==> config.mk <==
export PLATFORM = sky130hd
export DESIGN_NAME = calendar_countdown_seconds
export DESIGN_NICKNAME = d
export VERILOG_FILES = /design/src/hdl/ccs_pkg.sv /design/src/hdl/calendar_countdown_seconds.sv
export SDC_FILE = /design/constraint.sdc
export NUM_CORES = 1
export LEC_CHECK = 0
export BUFFER_PORTS_ARGS = -buffer_cell sky130_fd_sc_hd__buf_4
export CAP_MARGIN = 25
export CORE_UTILIZATION = 30
export CTS_CLUSTER_DIAMETER = 120
export DETAILED_ROUTE_END_ITERATION = 16
export PLACE_DENSITY = 0.48
export SETUP_SLACK_MARGIN = 0.4
export SKIP_CTS_REPAIR_TIMING = 1
export SYNTH_ARGS = -nofsm -noshare
export SYNTH_HDL_FRONTEND = slang
export SYNTH_SLANG_ARGS = --single-unit
==> constraint.sdc <==
create_clock -name clk -period 9.6 [get_ports clk]
set_input_delay 1.44 -clock clk [delete_from_list [all_inputs] [get_ports clk]]
set_output_delay 1.44 -clock clk [all_outputs]
set_load 0.02 [all_outputs]
==> src/hdl/ccs_pkg.sv <==
// ----------------------------------------------------------------------------
// ccs_pkg: shared types and constants for the calendar countdown
// Beat payloads, register indexes, time constants and the month length table.
// ----------------------------------------------------------------------------
package ccs_pkg;

  typedef struct packed {
    logic [11:0] now_year;
    logic [3:0]  now_month;
    logic [4:0]  now_day;
    logic [4:0]  now_hour;
    logic [5:0]  now_minute;
    logic [5:0]  now_second;
  } tick_t;

  typedef struct packed {
    logic [31:0] seconds_left;
    logic        final_window;
  } result_t;

  typedef enum logic [2:0] {
    REG_MODE_FROM_NOW       = 3'd0,
    REG_TARGET_YEAR         = 3'd1,
    REG_TARGET_MONTH        = 3'd2,
    REG_TARGET_DAY          = 3'd3,
    REG_TARGET_HOUR         = 3'd4,
    REG_TARGET_MINUTE       = 3'd5,
    REG_DELAY_MINUTES       = 3'd6,
    REG_DELAY_EXTRA_SECONDS = 3'd7
  } cfg_reg_t;

  localparam int CFG_DATA_W = 16;

  localparam logic [16:0] SECS_PER_DAY      = 17'd86400;
  localparam logic [16:0] SECS_PER_HOUR     = 17'd3600;
  localparam logic [16:0] SECS_PER_MIN      = 17'd60;
  localparam logic [17:0] DAYS_PER_CYCLE    = 18'd146097;  // days in 400 years
  localparam logic [11:0] YEARS_PER_CYCLE   = 12'd400;
  localparam logic [12:0] YEARS_PER_CENTURY = 13'd100;
  localparam logic [6:0]  LAST_YEAR_OF_CENT = 7'd99;
  localparam logic [31:0] FINAL_WINDOW_SECS = 32'd30;
  localparam logic [3:0]  FEBRUARY          = 4'd1;

  // codes above december count as 31-day months
  function automatic logic [4:0] month_days(input logic [3:0] m, input logic leap);
    logic [4:0] d;
    begin
      case (m)
        4'd1:                        d = leap ? 5'd29 : 5'd28;
        4'd3, 4'd5, 4'd8, 4'd10:     d = 5'd30;
        default:                     d = 5'd31;
      endcase
      return d;
    end
  endfunction

endpackage

==> src/hdl/calendar_countdown_seconds.sv <==
// ----------------------------------------------------------------------------
// calendar_countdown_seconds: seconds left until a calendar date or a delay
// Per tick beat, returns the clamped and saturated countdown in seconds.
// ----------------------------------------------------------------------------
// Usage:
//   cfg channel writes one of eight registers (cfg_index, cfg_data); it is
//   always ready and should only be used while no tick is in flight.
//   in channel takes one tick beat with the current calendar time; out
//   channel returns one result beat per tick.
//   Sequence: from-now mode goes from accept to the minute multiply and
//   then the final step. Date mode first finds leap data by repeated
//   subtraction of 100 in two passes, then walks years (400-year blocks,
//   then one year per cycle, at most 408 steps) and months (at most 15
//   steps) on a single day adder, then the day, hour and minute terms on
//   the shared multiply-accumulate unit and the clamping step.
//   Throughput: one tick at a time; in_ready is high only while the
//   sequencer is idle. A finished result sits in the output register and
//   a new tick may be accepted meanwhile; if the receiver stalls, the next
//   result waits in the final step until the register frees up.
//   Reset restores the register defaults and clears the from-now state;
//   the first tick after reset loads the minute delay.
// ----------------------------------------------------------------------------
module calendar_countdown_seconds (
  input  logic                              clk,
  input  logic                              rst,
  input  logic                              cfg_valid,
  output logic                              cfg_ready,
  input  logic [2:0]                        cfg_index,
  input  logic [ccs_pkg::CFG_DATA_W-1:0]    cfg_data,
  input  logic                              in_valid,
  output logic                              in_ready,
  input  ccs_pkg::tick_t                    in_data,
  output logic                              out_valid,
  input  logic                              out_ready,
  output ccs_pkg::result_t                  out_data
);
  import ccs_pkg::*;

  typedef enum logic [3:0] {
    S_IDLE, S_DIV_T, S_DIV_W, S_YEAR, S_MONTH, S_MUL_D, S_MUL_H, S_MUL_M, S_FIN
  } state_t;

  state_t state;

  logic        mode_from_now;
  logic [11:0] target_year;
  logic [3:0]  target_month;
  logic [4:0]  target_day;
  logic [4:0]  target_hour;
  logic [5:0]  target_minute;
  logic [15:0] delay_minutes;
  logic [5:0]  delay_extra_seconds;

  logic        started;
  logic [5:0]  last_minute_seen;
  logic [15:0] remaining_minutes;

  tick_t              cur;
  logic               year_fwd, month_fwd, ty_leap;
  logic [11:0]        yr, yr_hi;
  logic [3:0]         mon, mon_hi;
  logic [12:0]        dv;
  logic [1:0]         cq;
  logic [6:0]         ly_mod100;
  logic [1:0]         ly_cent;
  logic signed [23:0] days;
  logic signed [43:0] acc;

  // combinational
  logic               in_fire, out_free;
  logic [15:0]        rem_cur, rem_next;
  logic [5:0]         last_cur, last_next;
  logic               div_ge, div_leap, walk_leap, big_step, step_fwd;
  logic [11:0]        yr_gap;
  logic [17:0]        step_days;
  logic signed [23:0] days_step;
  logic signed [23:0] mul_a;
  logic [16:0]        mul_k;
  logic signed [41:0] product;
  logic signed [43:0] acc_sum, fin_total;
  logic [5:0]         extra_sel;
  logic [31:0]        secs;

  assign cfg_ready = 1'b1;
  assign in_ready  = (state == S_IDLE);
  assign in_fire   = in_valid && in_ready;
  assign out_free  = !out_valid || out_ready;

  // from-now bookkeeping at tick accept
  always_comb begin
    rem_cur   = started ? remaining_minutes : delay_minutes;
    last_cur  = started ? last_minute_seen : in_data.now_minute;
    rem_next  = rem_cur;
    last_next = last_cur;
    if (mode_from_now && (in_data.now_minute != last_cur)) begin
      last_next = in_data.now_minute;
      if (rem_cur != 16'd0) begin
        rem_next = rem_cur - 16'd1;
      end
    end
  end

  // leap test: y%4 equals (y%100)%4 since 100 is a multiple of 4
  assign div_ge    = (dv >= YEARS_PER_CENTURY);
  assign div_leap  = (dv[1:0] == 2'd0) && ((dv != 13'd0) || (cq == 2'd0));
  assign walk_leap = (ly_mod100[1:0] == 2'd0) && ((ly_mod100 != 7'd0) || (ly_cent == 2'd0));
  assign yr_gap    = yr_hi - yr;
  assign big_step  = (yr_gap >= YEARS_PER_CYCLE);

  always_comb begin
    if (state == S_YEAR) begin
      step_fwd = year_fwd;
      if (big_step) begin
        step_days = DAYS_PER_CYCLE;
      end else begin
        step_days = walk_leap ? 18'd366 : 18'd365;
      end
    end else begin
      step_fwd  = month_fwd;
      step_days = {13'd0, month_days(mon, ty_leap)};
    end
    days_step = step_fwd ? days + $signed({6'd0, step_days})
                         : days - $signed({6'd0, step_days});
  end

  // shared multiply-accumulate unit
  always_comb begin
    unique case (state)
      S_MUL_D: begin
        mul_a = days;
        mul_k = SECS_PER_DAY;
      end
      S_MUL_H: begin
        mul_a = $signed({19'd0, target_hour}) - $signed({19'd0, cur.now_hour});
        mul_k = SECS_PER_HOUR;
      end
      default: begin
        if (mode_from_now) begin
          mul_a = $signed({8'd0, remaining_minutes});
        end else begin
          mul_a = $signed({18'd0, target_minute}) - $signed({18'd0, cur.now_minute});
        end
        mul_k = SECS_PER_MIN;
      end
    endcase
    product = mul_a * $signed({1'b0, mul_k});
    acc_sum = acc + {{2{product[41]}}, product};
  end

  always_comb begin
    extra_sel = mode_from_now ? delay_extra_seconds : 6'd0;
    fin_total = acc + $signed({38'd0, extra_sel}) - $signed({38'd0, cur.now_second});
    if (fin_total[43]) begin
      secs = 32'd0;
    end else if (fin_total[43:32] != 12'd0) begin
      secs = 32'hFFFF_FFFF;
    end else begin
      secs = fin_total[31:0];
    end
  end

  always_ff @(posedge clk) begin
    if (rst) begin
      state               <= S_IDLE;
      mode_from_now       <= 1'b0;
      target_year         <= 12'd2000;
      target_month        <= 4'd0;
      target_day          <= 5'd1;
      target_hour         <= 5'd0;
      target_minute       <= 6'd0;
      delay_minutes       <= 16'd0;
      delay_extra_seconds <= 6'd0;
      started             <= 1'b0;
      last_minute_seen    <= 6'd0;
      remaining_minutes   <= 16'd0;
      out_valid           <= 1'b0;
    end else begin
      // a new result beat replaces the one leaving in the same cycle
      if ((state == S_FIN) && out_free) begin
        out_valid <= 1'b1;
      end else if (out_valid && out_ready) begin
        out_valid <= 1'b0;
      end

      if (cfg_valid && cfg_ready) begin
        unique case (cfg_reg_t'(cfg_index))
          REG_MODE_FROM_NOW:       mode_from_now       <= cfg_data[0];
          REG_TARGET_YEAR:         target_year         <= cfg_data[11:0];
          REG_TARGET_MONTH:        target_month        <= cfg_data[3:0];
          REG_TARGET_DAY:          target_day          <= cfg_data[4:0];
          REG_TARGET_HOUR:         target_hour         <= cfg_data[4:0];
          REG_TARGET_MINUTE:       target_minute       <= cfg_data[5:0];
          REG_DELAY_MINUTES:       delay_minutes       <= cfg_data[15:0];
          REG_DELAY_EXTRA_SECONDS: delay_extra_seconds <= cfg_data[5:0];
          default: ;
        endcase
      end

      unique case (state)
        S_IDLE: begin
          if (in_fire) begin
            cur               <= in_data;
            started           <= 1'b1;
            last_minute_seen  <= last_next;
            remaining_minutes <= rem_next;
            acc               <= '0;
            year_fwd          <= (in_data.now_year < target_year);
            yr                <= (in_data.now_year < target_year) ? in_data.now_year
                                                                  : target_year;
            yr_hi             <= (in_data.now_year < target_year) ? target_year
                                                                  : in_data.now_year;
            month_fwd         <= (in_data.now_month < target_month);
            mon               <= (in_data.now_month < target_month) ? in_data.now_month
                                                                    : target_month;
            mon_hi            <= (in_data.now_month < target_month) ? target_month
                                                                    : in_data.now_month;
            days              <= $signed({19'd0, target_day}) - $signed({19'd0, in_data.now_day});
            dv                <= {1'b0, target_year};
            cq                <= 2'd0;
            state             <= mode_from_now ? S_MUL_M : S_DIV_T;
          end
        end

        // target year leap flag for the february length
        S_DIV_T: begin
          if (div_ge) begin
            dv <= dv - YEARS_PER_CENTURY;
            cq <= cq + 2'd1;
          end else begin
            ty_leap <= div_leap;
            // walk tracks the year that holds the next february
            dv      <= {1'b0, yr} + {12'd0, (target_month > FEBRUARY)};
            cq      <= 2'd0;
            state   <= S_DIV_W;
          end
        end

        S_DIV_W: begin
          if (div_ge) begin
            dv <= dv - YEARS_PER_CENTURY;
            cq <= cq + 2'd1;
          end else begin
            ly_mod100 <= dv[6:0];
            ly_cent   <= cq;
            state     <= S_YEAR;
          end
        end

        S_YEAR: begin
          if (yr == yr_hi) begin
            state <= S_MONTH;
          end else begin
            days <= days_step;
            if (big_step) begin
              // 400 years leave both counters unchanged
              yr <= yr + YEARS_PER_CYCLE;
            end else begin
              yr <= yr + 12'd1;
              if (ly_mod100 == LAST_YEAR_OF_CENT) begin
                ly_mod100 <= 7'd0;
                ly_cent   <= ly_cent + 2'd1;
              end else begin
                ly_mod100 <= ly_mod100 + 7'd1;
              end
            end
          end
        end

        S_MONTH: begin
          if (mon == mon_hi) begin
            state <= S_MUL_D;
          end else begin
            days <= days_step;
            mon  <= mon + 4'd1;
          end
        end

        S_MUL_D: begin
          acc   <= acc_sum;
          state <= S_MUL_H;
        end

        S_MUL_H: begin
          acc   <= acc_sum;
          state <= S_MUL_M;
        end

        S_MUL_M: begin
          acc   <= acc_sum;
          state <= S_FIN;
        end

        S_FIN: begin
          if (out_free) begin
            out_data.seconds_left <= secs;
            out_data.final_window <= (secs <= FINAL_WINDOW_SECS);
            state                 <= S_IDLE;
          end
        end

        default: state <= S_IDLE;
      endcase
    end
  end

endmodule

==> Word-level counts from Yosys, hierarchy flattened <==
Cells that the tools add are included.
{ "op_classes": {"n_addsub": 18, "multipliers": 1, "n_lt_le_gt_ge": 6, "n_eq_ne": 35, "muxes": 63, "n_bitwise": 2, "reduce_logical": 49} }
{ "op_table": {"columns": ["op", "count"], "rows": [
  ["two-way mux 24 bit", 5],
  ["case mux 44 bit (2 select lines)", 1],
  ["case mux 24 bit (3 select lines)", 1],
  ["two-way mux 32 bit", 2],
  ["two-way mux 12 bit", 5],
  ["two-way mux 16 bit", 3],
  ["case mux 24 bit (2 select lines)", 1],
  ["adder 44 bit", 1],
  ["adder 44 x 7 -> 44 bit", 1],
  ["two-way mux 44 bit", 1],
  ["subtractor 44 x 7 -> 44 bit", 1],
  ["multiplier 24 x 18 -> 42 bit", 1],
  ["two-way mux 4 bit", 10],
  ["two-way mux 13 bit", 3],
  ["case mux 13 bit (3 select lines)", 1],
  ["two-way mux 18 bit", 2],
  ["case mux 4 bit (9 select lines)", 1],
  ["case mux 17 bit (2 select lines)", 1],
  ["less-or-equal comparator 32 x 5 -> 1 bit, second input constant", 1],
  ["two-way mux 7 bit", 4],
  ["adder 24 x 19 -> 24 bit", 1],
  ["case mux 12 bit (2 select lines)", 1],
  ["subtractor 24 x 19 -> 24 bit", 1],
  ["== test 4 x 3 -> 1 bit, second input constant", 5],
  ["56 further kinds", 120]
]} }
{ "totals": {"register_bits": 260, "input_bits": 62, "word_cells": 205} }

==> Depth between registers and ports, before layout <==
{ "depth": {"word_depth": 10, "ltp_mapped": 46, "mapped_depth_nobuf": 46} }

==> Worst setup path before layout <==
OpenSTA, ideal clock, no wires.
{ "synth_path": {"path_type": "register to register", "from": "register cur[13] (netlist name)", "to": "register acc[43], data pin", "setup_ns": 0.266, "arrival_time_ns": 8.887, "required_ns": 9.334, "setup_slack_ns": 0.447, "path_stages_with_launch": 39, "n_path_buf": 1, "synth_period_minus_slack_ns": 9.153, "cell_sequence": "edfxtp_1 > inv_1 > ha_1 > a21o_1 > a21o_1 > a21o_1 > a211o_1 > clkinv_1 > clkbuf_1 > nor2_1 > fa_1 > fa_1 > inv_1 > fa_1 > inv_1 > fa_1 > inv_1 > fa_1 > (+3 left out) > ha_1 > and3_1 > nand2_1 > o21ai_0 > a31oi_1 > or3_1 > o31ai_1 > a31o_2 > a31o_2 > xor2_1 > ha_1 > a21o_1 > a21o_1 > a211o_1 > nor2_1 > a21oi_1 > xnor3_1 > nor2_1"} }
{ "synth_between": {"elab_chain_cells": 5} }
{ "synth_rtl": {"columns": ["element", "line", "source"], "rows": [
  ["start: declaration", "calendar_countdown_seconds.sv:58", "tick_t cur;"],
  ["start signal: assignment", "calendar_countdown_seconds.sv:202", "cur <= in_data;"],
  ["subtractor 5 x 5 -> 6 bit", "calendar_countdown_seconds.sv:134", "mul_a = $signed({19'd0, target_hour}) - $signed({19'd0, cur.now_hour});"],
  ["case mux 24 bit (2 select lines)", "calendar_countdown_seconds.sv:128", "unique case (state)"],
  ["multiplier 24 x 18 -> 42 bit", "calendar_countdown_seconds.sv:146", "product = mul_a * $signed({1'b0, mul_k});"],
  ["adder 44 bit", "calendar_countdown_seconds.sv:147", "acc_sum = acc + {{2{product[41]}}, product};"],
  ["case mux 44 bit (2 select lines)", "calendar_countdown_seconds.sv:199", "unique case (state)"],
  ["end signal: assignment", "calendar_countdown_seconds.sv:279", "acc <= acc_sum;"],
  ["end signal: assignment", "calendar_countdown_seconds.sv:284", "acc <= acc_sum;"],
  ["end signal: assignment", "calendar_countdown_seconds.sv:289", "acc <= acc_sum;"],
  ["end: declaration", "calendar_countdown_seconds.sv:67", "logic signed [43:0] acc;"]
]} }
No other way between the ends.
A chain may end at the register's enable or synchronous reset.

==> Worst setup path after layout <==
{ "layout_path": {"from": "register cur[6] (netlist name)", "to": "register acc[29], data pin"} }
{ "layout_between": {"elab_chain_cells": 6} }
{ "layout_rtl": {"columns": ["element", "line", "source"], "rows": [
  ["subtractor 6 x 6 -> 7 bit", "calendar_countdown_seconds.sv:141", "mul_a = $signed({18'd0, target_minute}) - $signed({18'd0, cur.now_minute});"],
  ["two-way mux 24 bit", "calendar_countdown_seconds.sv:138", "if (mode_from_now) begin"],
  ["case mux 24 bit (2 select lines)", "calendar_countdown_seconds.sv:128", null],
  ["multiplier 24 x 18 -> 42 bit", "calendar_countdown_seconds.sv:146", null],
  ["adder 44 bit", "calendar_countdown_seconds.sv:147", null],
  ["case mux 44 bit (2 select lines)", "calendar_countdown_seconds.sv:199", null]
]} }
No other way between the ends.

==> qor.txt <==
TIMING
--------------------------------------------------------------------------------------
Final worst hold slack                                                        0.455 ns
Clock tree skew after final layout                                           0.0446 ns
RSZ-0062 raised after global routing                                              true
Part of the cycle the worst path needs                                           94.7%
Hold Violations, Final                                                               0
Max frequency                                                                  110 MHz
TNS Setup                                                                         0 ns
Final Max Slew Viols                                                                 0
Clock period minus worst slack                                                 9.09 ns
Transition time at the pin with the least slew margin                         0.892 ns
Final setup violation count                                                          0
Max_slew headroom                                                                40.0%

CRITICAL PATH
--------------------------------------------------------------------------------------
Data arrival time of the critical path                                         9.37 ns
Stages on the worst setup path                                                      43
Destination of the worst register-to-register timing path                      acc[29]
Launching element of the worst setup path                                       cur[6]
Most prevalent standard cell on the critical path                                 fa_1
Maximum cell stage delay along the critical path                               0.51 ns
Crit Path Class                                                           flip-flop to flip-flop
Largest fanout on the critical path                                                  5
Required time reported for the critical path endpoint                          9.88 ns
Logic depth of the worst register-to-register path                                  43
FF-to-FF Start                                                                  cur[6]
Category of the worst setup path capture point                               flip-flop
Slowest-stage cell, CP                                                            fa_1
Buffers and inverters on the worst path                                              8
Setup slack on the worst flop-to-flop path                                     0.51 ns
Worst Setup Start Kind                                                       flip-flop
Delay-heaviest family, CP                                                  adder cells

CELLS AND AREA
--------------------------------------------------------------------------------------
Area of all placed cells without fillers                                     34000 µm²
Fraction of layout instances using a drive strength above 1                      12.9%
Layout-stage area growth over the synthesis result                               16.6%
Post-layout util                                                                 35.2%
Count of filler cells inserted in the layout                                      9981
Nets                                                                              4061
Inserted Diodes                                                                      0

CLOCK TREE
--------------------------------------------------------------------------------------
H-tree level count                                                                   2
Root Buffer Master                                                           clkbuf_16
Number of sinks handled by clock tree synthesis                                    258
CTS Buf Count                                                                       36
Number of buffers between clock root and the deepest sink                            3
CTS tree                                                                         built
Clk pin slew, worst setup/hold paths                                           0.06 ns
Clock insertion delay at the later pin of the skew report                      0.59 ns

OUTCOME
--------------------------------------------------------------------------------------
Run status                                                                finished clean

SYNTHESIS
--------------------------------------------------------------------------------------
Proportion of synthesized chip area in sequential cells                          23.7%
Number of synthesized flops with an enable pin                                     175
Synth Register Bits                                                                258
Instance count of the mapped netlist                                              3212
Cell variety after synth                                                            86
Main combinational cell family by area after synthesis                     adder cells
Synthesized-area fraction occupied by adder cells                                31.4%
Syn_area_per_cell                                                             9.09 µm²
Ys Warns                                                                             0
Ys async rst share                                                                  0%
Multiplexer fraction of the synthesized cell area                                2.77%
Post-Syn Area                                                                29200 µm²
Top_reg_cell synth                                                            edfxtp_1
Area share of and/or/nand/nor cells after synthesis                              13.2%
Post-synthesis share of cell area spent on xor and xnor gates                    6.08%
Compound-cell area share of the yosys netlist                                    15.0%

PLACE
--------------------------------------------------------------------------------------
Dpl cell area                                                                32200 µm²
Dpl hpwl                                                                      59400 µm
Number of buffers added on ports                                                    96
Weighted congestion reported at the end of routability-driven placement          0.855

ROUTING
--------------------------------------------------------------------------------------
Avg Vias per Cell                                                                 4.67
Count of nets left with antenna violations after detail routing                      0
Iteration-0 DRC count of the detailed router                                       935
Total Routed Length                                                           72400 µm
Number of iterations in the first detailed-routing pass                              5
Post-detailed-route wirelength per cell                                        15.4 µm
Total via count in the routed design                                             22000
Post-route DRC                                                                       0

FLOORPLAN
--------------------------------------------------------------------------------------
Cell row count                                                                     114
Number of placed I/O pins                                                           98
Area of the die                                                              98500 µm²
Starting density of the core                                                     30.2%
Die Y                                                                           314 µm
Horiz. Die Dim                                                                  314 µm
CORE AREA                                                                    96600 µm²

MIN PATH
--------------------------------------------------------------------------------------
Hold Crit Depth                                                                      2
Hold wc startpoint                                                        delay_minutes[1]
Hold Crit Endpoint                                                        delay_minutes[1]
Hold Crit Class                                                           flip-flop to flip-flop

GLOBAL ROUTING
--------------------------------------------------------------------------------------
First-pass GRT wire length                                                   117000 µm
Initial antenna violation count                                                      0
Final global-route overflow total                                                    0
Pin count of the biggest net entering global routing                                48
Via count of the first global-routing pass                                       21800
Total Routing Usage GR                                                           14.7%

RUN
--------------------------------------------------------------------------------------
Count of maximum capacitance violations                                              0

==> how the worst max path moves through the flow <==
stage               slack, ns      end
global placement        -0.13  acc[43]
floorplan                0.45  acc[43]
detailed placement      -0.21  acc[43]
CTS                     -0.27  acc[43]
global route             0.02  acc[29]
finish                   0.51  acc[29]
==> placed cells by master (no fill, tap or decap), types with 37 or more instances in the layout <==
cell type	count
inv_1	485
ha_1	338
nor2_1	240
fa_1	232
buf_4	231
nand2_1	218
a21oi_1	192
edfxtp_1	175
o21ai_0	134
xnor2_1	112
xor2_1	85
dfxtp_1	82
a21o_1	76
mux2i_1	73
nor3_1	55
nand2b_1	54
nand3_1	44
clkbuf_16	39
and2_1	37
==> worst min-delay path: cells and delay by family, from the launching register on <==
kind | cells | cell delay, ns
AND/OR/NAND/NOR | 1 | 0.05
AO/OA/AOI/OAI | 1 | 0.05
flip-flops | 1 | 0.31
==> final cells by class <==
| type | instances | area (µm²) | share of cell area (%) |
|---|---|---|---|
| inverters | 504 | 1900 | 5.58 |
| clock inverters | 14 | 170 | 0.500 |
| flip-flops and latches | 258 | 6920 | 20.3 |
| multi-input cells | 2373 | 20600 | 60.5 |
| well taps | 1276 | 1600 | 4.69 |
| clock buffers | 51 | 1050 | 3.09 |
| repair buffers | 237 | 1800 | 5.28 |
==> layer usage <==
metal,part of all wire (%),GRT usage [%]
met2,44,23.2
met3,2.7,1.55
met4,1.9,3.39
met1,51,21.4
met5,0,0
==> per-stage QoR <==
stage | worst slack, ns | instances
after floorplan | 0.447 | 3226
after global placement | -0.126 | 4631
after detailed placement | -0.214 | 4634
after CTS | -0.271 | 4699
after global routing | 0.0192 | 4713
final | 0.506 | 4713
==> cells in the mapped netlist (all sizes together), types with 9 or more instances <==
library cell | n | share of area, %
a21o | 76 | 2.0
xor2 | 86 | 2.6
edfxtp | 175 | 18
o21bai | 19 | 0.57
o211ai | 14 | 0.36
a31oi | 13 | 0.28
nor2b | 31 | 0.66
nor4 | 14 | 0.30
nor3 | 56 | 0.96
mux2i | 73 | 2.5
a21oi | 225 | 4.0
or3 | 14 | 0.30
and2 | 37 | 0.79
nand4 | 21 | 0.45
o21ai | 149 | 2.6
inv | 502 | 6.5
nand2b | 54 | 1.2
clkbuf | 76 | 0.98
nor3b | 9 | 0.23
or2 | 15 | 0.32
o31ai | 10 | 0.26
a211oi | 22 | 0.61
xnor2 | 114 | 3.4
fa | 241 | 17
a211o | 18 | 0.54
nor2 | 248 | 3.2
o21a | 27 | 0.72
buf | 15 | 0.35
and3 | 21 | 0.45
ha | 348 | 15
dfxtp | 83 | 5.7
nand3 | 47 | 0.81
nand2 | 218 | 2.8
o221ai | 11 | 0.33
==> cell families after synthesis <==
kind of cell             count (synthesis)
AND/OR/NAND/NOR                        811
AO/OA/AOI/OAI                          676
buffers and inverters                  595
adder cells (fa/ha/maj)                589
flip-flops                             258
XOR/XNOR                               201
multiplexers                            80
other                                    2
==> state kept, by name (all words and copies together), names as in the netlist, 13 cells and up <==
name and count:
dv 13, acc 42, days 24, cur 17, delay_minutes 16, remaining_minutes 16, out_data 33
Power is not shown: default switching activity piles up to over one toggle a cycle in this logic, so the estimate is an artifact.
